[src/sv/dsnf_pkg.sv]
// Shared types, segmentation table and helper functions for the strip neighbor finder.
package dsnf_pkg;

  localparam int unsigned NumTypes       = 9;
  localparam int unsigned NumColumns     = 7;
  localparam int unsigned StripsPerBoard = 16;
  localparam int unsigned NumSlots       = 6;
  localparam int unsigned QueueDepth     = 2;

  localparam logic [3:0] LastStrip   = 4'(StripsPerBoard - 1);
  localparam logic [2:0] LastColumn  = 3'(NumColumns - 1);
  // Element type whose first column does not exist
  localparam logic [3:0] GapType     = 4'd4;

  // Result slot order, which is also the emission order
  localparam int unsigned SlotBelow     = 0;
  localparam int unsigned SlotAbove     = 1;
  localparam int unsigned SlotLeft      = 2;
  localparam int unsigned SlotLeftPair  = 3;
  localparam int unsigned SlotRight     = 4;
  localparam int unsigned SlotRightPair = 5;

  typedef struct packed {
    logic [2:0] bp;
    logic [2:0] nbp;
    logic [4:0] nbp_count;
    logic [3:0] line_mask;
  } seg_entry_t;

  typedef struct packed {
    logic       found;
    logic [2:0] column;
    logic [1:0] line;
    logic [3:0] strip;
  } result_t;

  typedef struct packed {
    logic [NumSlots-1:0]           mask;
    result_t [NumSlots-1:0]        slot;
  } job_t;

  localparam seg_entry_t C_NONE     = '{bp: 3'd0, nbp: 3'd0, nbp_count: 5'd0,  line_mask: 4'b0000};
  localparam seg_entry_t C_LARGE    = '{bp: 3'd4, nbp: 3'd4, nbp_count: 5'd8,  line_mask: 4'b0001};
  localparam seg_entry_t C_LAST     = '{bp: 3'd4, nbp: 3'd4, nbp_count: 5'd16, line_mask: 4'b0001};
  localparam seg_entry_t C_MED_WIDE = '{bp: 3'd2, nbp: 3'd4, nbp_count: 5'd8,  line_mask: 4'b0011};
  localparam seg_entry_t C_MED_FINE = '{bp: 3'd2, nbp: 3'd2, nbp_count: 5'd16, line_mask: 4'b0011};
  localparam seg_entry_t C_QUAD     = '{bp: 3'd1, nbp: 3'd2, nbp_count: 5'd16, line_mask: 4'b1111};
  localparam seg_entry_t C_T3C0     = '{bp: 3'd1, nbp: 3'd2, nbp_count: 5'd16, line_mask: 4'b0111};
  localparam seg_entry_t C_T4C1     = '{bp: 3'd1, nbp: 3'd2, nbp_count: 5'd8,  line_mask: 4'b1111};
  localparam seg_entry_t C_T5C0     = '{bp: 3'd1, nbp: 3'd2, nbp_count: 5'd16, line_mask: 4'b1110};

  localparam seg_entry_t SEG_TABLE [NumTypes][NumColumns] = '{
    '{C_LARGE, C_LARGE, C_LARGE, C_LARGE, C_LARGE, C_LARGE, C_LAST},
    '{C_MED_WIDE, C_MED_WIDE, C_MED_WIDE, C_MED_WIDE, C_MED_WIDE, C_MED_WIDE, C_LAST},
    '{C_MED_FINE, C_MED_FINE, C_MED_FINE, C_MED_FINE, C_MED_FINE, C_MED_WIDE, C_LAST},
    '{C_T3C0, C_QUAD, C_QUAD, C_MED_FINE, C_MED_FINE, C_MED_WIDE, C_LAST},
    '{C_NONE, C_T4C1, C_QUAD, C_MED_FINE, C_MED_FINE, C_MED_WIDE, C_LAST},
    '{C_T5C0, C_QUAD, C_QUAD, C_MED_FINE, C_MED_FINE, C_MED_WIDE, C_LAST},
    '{C_MED_FINE, C_MED_FINE, C_MED_FINE, C_MED_FINE, C_MED_FINE, C_MED_WIDE, C_LAST},
    '{C_MED_WIDE, C_MED_WIDE, C_MED_WIDE, C_MED_WIDE, C_MED_WIDE, C_MED_WIDE, C_LAST},
    '{C_LARGE, C_LARGE, C_LARGE, C_LARGE, C_LARGE, C_LARGE, C_LAST}
  };

  // Table read; out-of-range addresses read as an empty entry
  function automatic seg_entry_t seg_lookup(logic [3:0] rtype, logic [2:0] col);
    seg_entry_t res;
    res = C_NONE;
    if (rtype < 4'(NumTypes) && col < 3'(NumColumns)) begin
      res = SEG_TABLE[rtype][col];
    end
    return res;
  endfunction

  function automatic logic line_ok(seg_entry_t e, logic [4:0] ln);
    return (ln < 5'd4) && e.line_mask[ln[1:0]];
  endfunction

  // Height rescaled by the pitch ratio; pitches are powers of two
  function automatic logic [8:0] scale_height(logic [5:0] h, logic [2:0] p, logic [2:0] np);
    logic [8:0] prod;
    logic [8:0] res;
    prod = {3'b000, h} * {6'b000000, p};
    case (np)
      3'd1:    res = prod;
      3'd2:    res = prod >> 1;
      3'd4:    res = prod >> 2;
      default: res = '0;
    endcase
    return res;
  endfunction

  function automatic result_t make_result(logic [2:0] col, logic [1:0] ln, logic [3:0] st);
    result_t r;
    r.found  = 1'b1;
    r.column = col;
    r.line   = ln;
    r.strip  = st;
    return r;
  endfunction

endpackage

[src/sv/dsnf_front.sv]
// Front end: table lookup and classification of one strip into a job of result slots.
module dsnf_front (
  input  logic [3:0]       rpc_line,
  input  logic             cathode,
  input  logic [2:0]       column,
  input  logic [1:0]       line,
  input  logic [3:0]       strip,
  output dsnf_pkg::job_t   job
);

  dsnf_pkg::seg_entry_t e;
  dsnf_pkg::seg_entry_t le;
  dsnf_pkg::seg_entry_t re;
  logic                 in_range;
  logic [5:0]           height;
  logic [8:0]           left_h;
  logic [8:0]           right_h;
  logic [2:0]           left_col;
  logic [2:0]           right_col;
  logic [4:0]           strip_up;
  logic [4:0]           strip_dn;

  // Own entry and both adjacent column entries
  assign left_col  = column - 3'd1;
  assign right_col = column + 3'd1;
  assign e         = dsnf_pkg::seg_lookup(rpc_line, column);
  assign le        = dsnf_pkg::seg_lookup(rpc_line, left_col);
  assign re        = dsnf_pkg::seg_lookup(rpc_line, right_col);
  assign in_range  = (rpc_line < 4'(dsnf_pkg::NumTypes)) &&
                     (column < 3'(dsnf_pkg::NumColumns));
  assign height    = {line, strip};
  assign left_h    = dsnf_pkg::scale_height(height, e.bp, le.bp);
  assign right_h   = dsnf_pkg::scale_height(height, e.bp, re.bp);
  assign strip_up  = {1'b0, strip} + 5'd1;
  assign strip_dn  = {1'b0, strip - 4'd1};

  // Slot fill
  always_comb begin
    job = '0;
    if (in_range) begin
      if (!cathode) begin
        // same column, below
        if (strip == 4'd0) begin
          if (line != 2'd0 && dsnf_pkg::line_ok(e, {3'b000, line - 2'd1})) begin
            job.mask[dsnf_pkg::SlotBelow] = 1'b1;
            job.slot[dsnf_pkg::SlotBelow] =
              dsnf_pkg::make_result(column, line - 2'd1, dsnf_pkg::LastStrip);
          end
        end else begin
          job.mask[dsnf_pkg::SlotBelow] = 1'b1;
          job.slot[dsnf_pkg::SlotBelow] = dsnf_pkg::make_result(column, line, strip - 4'd1);
        end
        // same column, above
        if (strip == dsnf_pkg::LastStrip) begin
          if (dsnf_pkg::line_ok(e, {3'b000, line} + 5'd1)) begin
            job.mask[dsnf_pkg::SlotAbove] = 1'b1;
            job.slot[dsnf_pkg::SlotAbove] =
              dsnf_pkg::make_result(column, line + 2'd1, 4'd0);
          end
        end else begin
          job.mask[dsnf_pkg::SlotAbove] = 1'b1;
          job.slot[dsnf_pkg::SlotAbove] = dsnf_pkg::make_result(column, line, strip + 4'd1);
        end
        // left column, rescaled
        if (column != 3'd0 && !(rpc_line == dsnf_pkg::GapType && column == 3'd1) &&
            le.bp != 3'd0 && dsnf_pkg::line_ok(le, left_h[8:4])) begin
          job.mask[dsnf_pkg::SlotLeft] = 1'b1;
          job.slot[dsnf_pkg::SlotLeft] =
            dsnf_pkg::make_result(left_col, left_h[5:4], left_h[3:0]);
          if (e.bp > le.bp) begin
            job.mask[dsnf_pkg::SlotLeftPair] = 1'b1;
            job.slot[dsnf_pkg::SlotLeftPair] =
              dsnf_pkg::make_result(left_col, left_h[5:4], left_h[3:0] ^ 4'd1);
          end
        end
        // right column, rescaled
        if (column != dsnf_pkg::LastColumn && re.bp != 3'd0 &&
            dsnf_pkg::line_ok(re, right_h[8:4])) begin
          job.mask[dsnf_pkg::SlotRight] = 1'b1;
          job.slot[dsnf_pkg::SlotRight] =
            dsnf_pkg::make_result(right_col, right_h[5:4], right_h[3:0]);
          if (e.bp > re.bp) begin
            job.mask[dsnf_pkg::SlotRightPair] = 1'b1;
            job.slot[dsnf_pkg::SlotRightPair] =
              dsnf_pkg::make_result(right_col, right_h[5:4], right_h[3:0] ^ 4'd1);
          end
        end
      end else begin
        // non-bending: left neighbor
        if (strip == 4'd0) begin
          if (!(column == 3'd0 || (column == 3'd1 && rpc_line == dsnf_pkg::GapType)) &&
              dsnf_pkg::line_ok(le, {3'b000, line}) && le.nbp_count != 5'd0) begin
            job.mask[dsnf_pkg::SlotBelow] = 1'b1;
            job.slot[dsnf_pkg::SlotBelow] =
              dsnf_pkg::make_result(left_col, line, 4'(le.nbp_count - 5'd1));
          end
        end else if (strip_dn >= e.nbp_count) begin
          if (column != dsnf_pkg::LastColumn) begin
            job.mask[dsnf_pkg::SlotBelow] = 1'b1;
            job.slot[dsnf_pkg::SlotBelow] = dsnf_pkg::make_result(right_col, line, 4'd0);
          end
        end else begin
          job.mask[dsnf_pkg::SlotBelow] = 1'b1;
          job.slot[dsnf_pkg::SlotBelow] = dsnf_pkg::make_result(column, line, strip - 4'd1);
        end
        // non-bending: right neighbor
        if (strip_up >= e.nbp_count) begin
          if (column != dsnf_pkg::LastColumn) begin
            job.mask[dsnf_pkg::SlotAbove] = 1'b1;
            job.slot[dsnf_pkg::SlotAbove] = dsnf_pkg::make_result(right_col, line, 4'd0);
          end
        end else begin
          job.mask[dsnf_pkg::SlotAbove] = 1'b1;
          job.slot[dsnf_pkg::SlotAbove] = dsnf_pkg::make_result(column, line, strip + 4'd1);
        end
      end
    end
    // no neighbor: one not-found result
    if (job.mask == '0) begin
      job.mask[dsnf_pkg::SlotBelow] = 1'b1;
      job.slot[dsnf_pkg::SlotBelow] = '0;
    end
  end

endmodule

[src/sv/dsnf_queue.sv]
// Job queue between the front end and the result sequencer.
module dsnf_queue #(
  parameter int unsigned DEPTH = dsnf_pkg::QueueDepth
) (
  input  logic             clk,
  input  logic             rst,
  input  logic             push,
  input  dsnf_pkg::job_t   push_job,
  output logic             full,
  input  logic             pop,
  output logic             not_empty,
  output dsnf_pkg::job_t   head
);

  localparam int unsigned PtrW = (DEPTH > 1) ? $clog2(DEPTH) : 1;
  localparam int unsigned CntW = $clog2(DEPTH + 1);

  dsnf_pkg::job_t mem [DEPTH];
  logic [PtrW-1:0] wr_ptr;
  logic [PtrW-1:0] rd_ptr;
  logic [CntW-1:0] count;

  assign full      = (count == CntW'(DEPTH));
  assign not_empty = (count != '0);
  assign head      = mem[rd_ptr];

  // Storage
  always_ff @(posedge clk) begin
    if (push) begin
      mem[wr_ptr] <= push_job;
    end
  end

  // Pointers and fill count
  always_ff @(posedge clk) begin
    if (rst) begin
      wr_ptr <= '0;
      rd_ptr <= '0;
      count  <= '0;
    end else begin
      if (push) begin
        wr_ptr <= (wr_ptr == PtrW'(DEPTH - 1)) ? '0 : wr_ptr + 1'b1;
      end
      if (pop) begin
        rd_ptr <= (rd_ptr == PtrW'(DEPTH - 1)) ? '0 : rd_ptr + 1'b1;
      end
      if (push && !pop) begin
        count <= count + 1'b1;
      end else if (pop && !push) begin
        count <= count - 1'b1;
      end
    end
  end

  // Checks
  a_no_push_full: assert property (@(posedge clk) disable iff (rst) full |-> !push)
    else $error("push into full queue");
  a_no_pop_empty: assert property (@(posedge clk) disable iff (rst) pop |-> not_empty)
    else $error("pop from empty queue");
  a_count_range: assert property (@(posedge clk) disable iff (rst) count <= CntW'(DEPTH))
    else $error("queue count out of range");

endmodule

[src/sv/dsnf_back.sv]
// Back end: walks the slots of one job and drives the registered result channel.
module dsnf_back (
  input  logic             clk,
  input  logic             rst,
  input  logic             q_not_empty,
  input  dsnf_pkg::job_t   q_head,
  output logic             q_pop,
  output logic             out_valid,
  input  logic             out_stall,
  output logic             found,
  output logic [2:0]       nb_column,
  output logic [1:0]       nb_line,
  output logic [3:0]       nb_strip,
  output logic             last
);

  localparam int unsigned NumSlots = dsnf_pkg::NumSlots;

  dsnf_pkg::job_t         job;
  logic                   busy;
  logic [NumSlots-1:0]    pick;
  logic                   pick_last;
  logic                   out_load;
  logic                   advance;
  dsnf_pkg::result_t      pick_res;

  // Lowest pending slot goes next
  always_comb begin
    pick     = '0;
    pick_res = '0;
    for (int i = NumSlots - 1; i >= 0; i--) begin
      if (job.mask[i]) begin
        pick     = '0;
        pick[i]  = 1'b1;
        pick_res = job.slot[i];
      end
    end
  end

  assign pick_last = ((job.mask & ~pick) == '0);
  assign out_load  = !out_valid || !out_stall;
  assign advance   = busy && out_load;
  assign q_pop     = q_not_empty && (!busy || (advance && pick_last));

  // Job register and control
  always_ff @(posedge clk) begin
    if (rst) begin
      busy      <= 1'b0;
      out_valid <= 1'b0;
    end else begin
      if (out_load) begin
        out_valid <= busy;
      end
      if (q_pop) begin
        busy <= 1'b1;
      end else if (advance && pick_last) begin
        busy <= 1'b0;
      end
    end
  end

  always_ff @(posedge clk) begin
    if (q_pop) begin
      job <= q_head;
    end else if (advance) begin
      job.mask <= job.mask & ~pick;
    end
  end

  // Output payload
  always_ff @(posedge clk) begin
    if (advance) begin
      found     <= pick_res.found;
      nb_column <= pick_res.column;
      nb_line   <= pick_res.line;
      nb_strip  <= pick_res.strip;
      last      <= pick_last;
    end
  end

  // Checks
  a_busy_has_work: assert property (@(posedge clk) disable iff (rst) busy |-> (job.mask != '0))
    else $error("active job has no pending slot");
  a_single_pick: assert property (@(posedge clk) disable iff (rst) advance |-> $onehot(pick))
    else $error("slot pick not one-hot");
  a_pop_loads: assert property (@(posedge clk) disable iff (rst) q_pop |=> busy)
    else $error("popped job not loaded");
  a_more_stays: assert property (@(posedge clk) disable iff (rst)
    (advance && !pick_last) |=> busy)
    else $error("job dropped with slots pending");

endmodule

[src/sv/detector_strip_neighbour_finder_top.sv]
// Top level of the strip neighbor finder: front end, job queue and result sequencer.
//
// Input channel (in_valid / in_stall): one strip address per transfer
// (rpc_line, cathode, column, line, strip). The front end looks up the fixed
// segmentation table and turns the strip into a job of up to six neighbor
// slots in the same cycle, which goes into a small job queue.
// Output channel (out_valid / out_stall): one neighbor per transfer
// (found, nb_column, nb_line, nb_strip, last). A strip without neighbors
// gives a single result with found low; last marks the final result of a strip.
// The first result of a strip passes through the job queue, the job register
// and the output register on its way out.
// Throughput: the sequencer sends one result per cycle while the receiver does
// not stall; a strip has one to six results, and the queue lets the next strip
// enter while the current one is still being sent.
// Receiver stall: the output register holds its result; the sequencer stops,
// the queue fills and in_stall rises when it is full.
// Reset: synchronous rst empties the queue and the output register.
module detector_strip_neighbour_finder_top #(
  parameter int unsigned QUEUE_DEPTH = dsnf_pkg::QueueDepth
) (
  input  logic        clk,
  input  logic        rst,
  input  logic        in_valid,
  output logic        in_stall,
  input  logic [3:0]  rpc_line,
  input  logic        cathode,
  input  logic [2:0]  column,
  input  logic [1:0]  line,
  input  logic [3:0]  strip,
  output logic        out_valid,
  input  logic        out_stall,
  output logic        found,
  output logic [2:0]  nb_column,
  output logic [1:0]  nb_line,
  output logic [3:0]  nb_strip,
  output logic        last
);

  dsnf_pkg::job_t new_job;
  dsnf_pkg::job_t head_job;
  logic           q_full;
  logic           q_not_empty;
  logic           q_pop;
  logic           q_push;

  assign in_stall = q_full;
  assign q_push   = in_valid && !q_full;

  dsnf_front u_front (
    .rpc_line (rpc_line),
    .cathode  (cathode),
    .column   (column),
    .line     (line),
    .strip    (strip),
    .job      (new_job)
  );

  dsnf_queue #(
    .DEPTH (QUEUE_DEPTH)
  ) u_queue (
    .clk       (clk),
    .rst       (rst),
    .push      (q_push),
    .push_job  (new_job),
    .full      (q_full),
    .pop       (q_pop),
    .not_empty (q_not_empty),
    .head      (head_job)
  );

  dsnf_back u_back (
    .clk         (clk),
    .rst         (rst),
    .q_not_empty (q_not_empty),
    .q_head      (head_job),
    .q_pop       (q_pop),
    .out_valid   (out_valid),
    .out_stall   (out_stall),
    .found       (found),
    .nb_column   (nb_column),
    .nb_line     (nb_line),
    .nb_strip    (nb_strip),
    .last        (last)
  );

endmodule

[config.mk]
export PLATFORM = sky130hd
export DESIGN_NAME = detector_strip_neighbour_finder_top
export DESIGN_NICKNAME = d
export VERILOG_FILES = /design/src/sv/dsnf_pkg.sv /design/src/sv/dsnf_front.sv /design/src/sv/dsnf_queue.sv /design/src/sv/dsnf_back.sv /design/src/sv/detector_strip_neighbour_finder_top.sv
export SDC_FILE = /design/constraint.sdc
export NUM_CORES = 1
export LEC_CHECK = 0
export BUFFER_PORTS_ARGS = -buffer_cell sky130_fd_sc_hd__clkbuf_2
export CORE_MARGIN = 8
export CORE_UTILIZATION = 45
export DETAILED_ROUTE_END_ITERATION = 10
export HOLD_SLACK_MARGIN = 0.1
export PLACE_DENSITY = 0.64
export SYNTH_ARGS = -nofsm -noshare
export SYNTH_HDL_FRONTEND = slang
export SYNTH_SLANG_ARGS = --single-unit
export TNS_END_PERCENT = 50
[constraint.sdc]
create_clock -name clk -period 13.2 [get_ports clk]
set_clock_uncertainty 0.15 [all_clocks]
set_input_delay 3.96 -clock clk [delete_from_list [all_inputs] [get_ports clk]]
set_output_delay 3.96 -clock clk [all_outputs]
set_load 0.02 [all_outputs]
==> flow_summary.toml <==
[logic_synthesis]
syn-instance-count = 896
synth_top_cell_by_area = "edfxtp_1"
synth_cell_types = 82
synthArstFlopShare_pct = 0
synth_top_family_by_area = "compound AO/OA/AOI/OAI gates"
synth_warnings = 0
yosysSeqAreaShare_pct = 57.1
netlist.area_leader.share_pct = 55.8
synth_mux_area_share_pct = 8.01
synthesis.area_sq_mm = 0.0107
synthAdderAreaFrac_pct = 4.88
synth_area_per_cell_sq_um = 12.0
synthFlopType = "edfxtp_1"
synth_compound_area_share_pct = 13.6
synth_edf_count = 199
synth_nets = 952
synth_xor_area_share_pct = 1.44
synth_simple_gate_area_share_pct = 11.7
ys_ff_latch = 206
synthTopCellsByArea = "edfxtp_1, mux2_2, ha_1"

[floorplan]
io_pins = 31
dieWidth_um = 170
core_sq_mm = 0.0234
design.die.area_sq_mm = 0.0290
num_rows = 56
start_util_pct = 45.8
fp.dieH_um = 170

[clock_network]
clock_latency_ns = 0.49
cts_buffers = 21
post_cts_buffers = 0
cts_resized = 0
root_buffer = "clkbuf_16"
hold_buffers = 0
cts_buffer_depth = 3
htree_levels = 1
cts.clk_slew.worst_paths_ns = 0.06
cts_num_sinks = 206
cts_tree = "done"

[routing]
wl_per_cell_um = 19.5
viasPerCell = 5.76
num_vias = 7135
ant_nets = 0
firstDrtPassIters = 5
wirelength_mm = 24.2
drt-initial-drc-count = 707
drc = 0

[timing]
fin_crit_sh_pct = 70.7
final-hold-violation-count = 0
max_freq_mhz = 107
relSlewSlack_pct = 28.7
setup_viol = 0
worst_pin_slew_ns = 1.04
layout_min_cycle_time_ns = 9.34
slew_violations = 0
rsz0062_at_grt = "no"
tns_ns = 0

[global_route]
grt_first_pass_wirelength_mm = 38.3
grt_pass1_vias = 6939
grt_overflow = 0
grt_usage_pct = 16.6
grt_start_max_net_pins = 73
antenna_found_initial = 0

[final_layout]
synthToLayoutAreaGrowth_pct = 9.32
seqCellArea_sq_mm = 0.00612
final_nets = 962
layout-drive-gt1-share_pct = 16.7
multi_input_area_sq_mm = 0.00425
antenna_cells = 0
n_fill_cell = 2118

[power]
power_mw = 2.26
vdd_drop_max_v = 0.000198
power_density_mw_per_mm2 = 193
p_leak_nw = 4.16

[placement]
dp_hpwl_mm = 16.3
portBuffers = 30
gp_congestion = 0.923

[outcome]
status = "finished clean"

[critical_path]
arrival_ns = 9.41
critPathLaunchType = "primary input"
crit_path_end_kind = "flip-flop"
crit_fanout = 18
critical_path_required_ns = 13.28
path_class = "in2reg"

[hold_path]
hold_class = "reg2reg"

[job]
drv_cap = 0
-- cells in the final DEF (no fill, tap or decap), types with 7 or more instances in the layout --
master	n
o31ai_1	7
clkbuf_2	30
mux2_2	62
nand3_1	14
clkbuf_16	21
ha_1	33
inv_1	37
clkinv_1	7
a22oi_1	18
o21ai_0	42
nor4_1	8
nand2b_1	8
nor2b_1	11
a21oi_1	47
mux2i_1	16
nand2_1	71
and2_1	10
o21a_1	8
nor3_1	29
edfxtp_1	199
nor2_1	70
-- Yosys cell counts (all sizes together) (4+ instances only) --
library cell  instances
or3                   6
a2111oi               4
xnor2                 8
o31ai                 7
a22oi                18
o22a                  5
dfxtp                 7
nor3b                 5
buf                  17
fa                    5
nor4                  8
edfxtp              199
a211oi               11
a311oi                5
o21a                  9
nand2                71
o22ai                 5
nand3                14
nand2b                8
clkbuf               32
inv                  39
nor2b                11
or2                   7
mux2                 62
a21oi                47
nor2                 71
o21ai                46
o211ai                7
a31oi                 4
xor2                  7
a211o                 4
and3                  4
ha                   33
and2                 10
nor3                 30
mux2i                16
a32oi                 4
-- critical path: stages --
cell and delay, ns:
clkbuf_2 0.21, inv_1 0.17, ha_1 0.31, nand2b_1 0.25
nand2_1 0.24, nand2_1 0.14, a21oi_1 0.61, nand2_1 0.19
fa_1 0.57, inv_1 0.05, ha_1 0.22, fa_1 0.43
nand3_1 0.11, and3_1 0.18, nor2_1 0.11, o2111a_1 0.17
a211oi_2 0.36, mux2i_1 0.31, o21ai_2 0.28, a2111oi_1 0.53
-- state kept, by name, summed over array words and instances, names as in the netlist, named ones only --
register and count:
u_queue.mem 122, u_back.found 1, u_back.out_valid 1, u_back.job 66, u_queue.wr_ptr 1, u_back.nb_line 2
u_back.nb_column 3, u_back.busy 1, u_back.last 1, u_queue.rd_ptr 1, u_back.nb_strip 4, u_queue.count 2
-- cell families after synthesis --
kind of cell / after synthesis
simple gates: 259
mux: 78
buf+inv: 89
fa+ha+maj: 39
flops: 206
compound gates: 210
xor+xnor: 15
-- final cells by class --
type,count,area share (%)
Sequential cell,206,52.2
Multi-Input combinational cell,601,36.3
Clock buffer,26,4.65
Tap cell,319,3.41
Timing Repair Buffer,36,1.67
Inverter,40,1.28
Clock inverter,11,0.491
-- where the power goes --
group	leakage, nW	total [mW]	switching, mW	internal [mW]
Sequential	1.97	1.09	0.0978	0.993
Combinational	1.89	0.647	0.411	0.236
Clock	0.291	0.523	0.229	0.293
-- metal layers --
metal | wire length [um] | global-route usage, % | vias up | share of wire (%)
met4 | 511 | 4.69 | 0 | 2.1
met5 | 0 | 0 | - | 0
met2 | 11400 | 27.2 | 206 | 47
li1 | - | - | 3404 | -
met3 | 1060 | 1.97 | 40 | 4.4
met1 | 11200 | 23.0 | 3485 | 46
-- per-stage QoR --
stage | setup slack [ns] | instance area, sq um | instances | utilization (%) | hold slack, ns
after floorplan | 4.43 | 10700 | 896 | - | 0.331
after global placement | 3.64 | 11100 | 1202 | 47.5 | 0.337
after detailed placement | 3.51 | 11100 | 1202 | 47.5 | 0.355
after CTS | 4.01 | 11700 | 1239 | 50.1 | 0.369
after global routing | 3.47 | 11700 | 1239 | 50.1 | 0.387
final | 3.86 | 11700 | 1239 | 50.1 | 0.362
-- path summary, 6_finish.rpt --
kind                  start                  to  slack (ns)  cells after the start
max             rpc_line[1]  u_queue.mem[0][51]        3.86                     20
min reg2reg  u_queue.rd_ptr           flip-flop        0.36                      2
min          u_queue.rd_ptr           flip-flop        0.36                      2
max reg2reg  u_back.job[60]    u_queue.count[1]        9.02                     11
No activity file was read; power rests on OpenSTA's default activity.
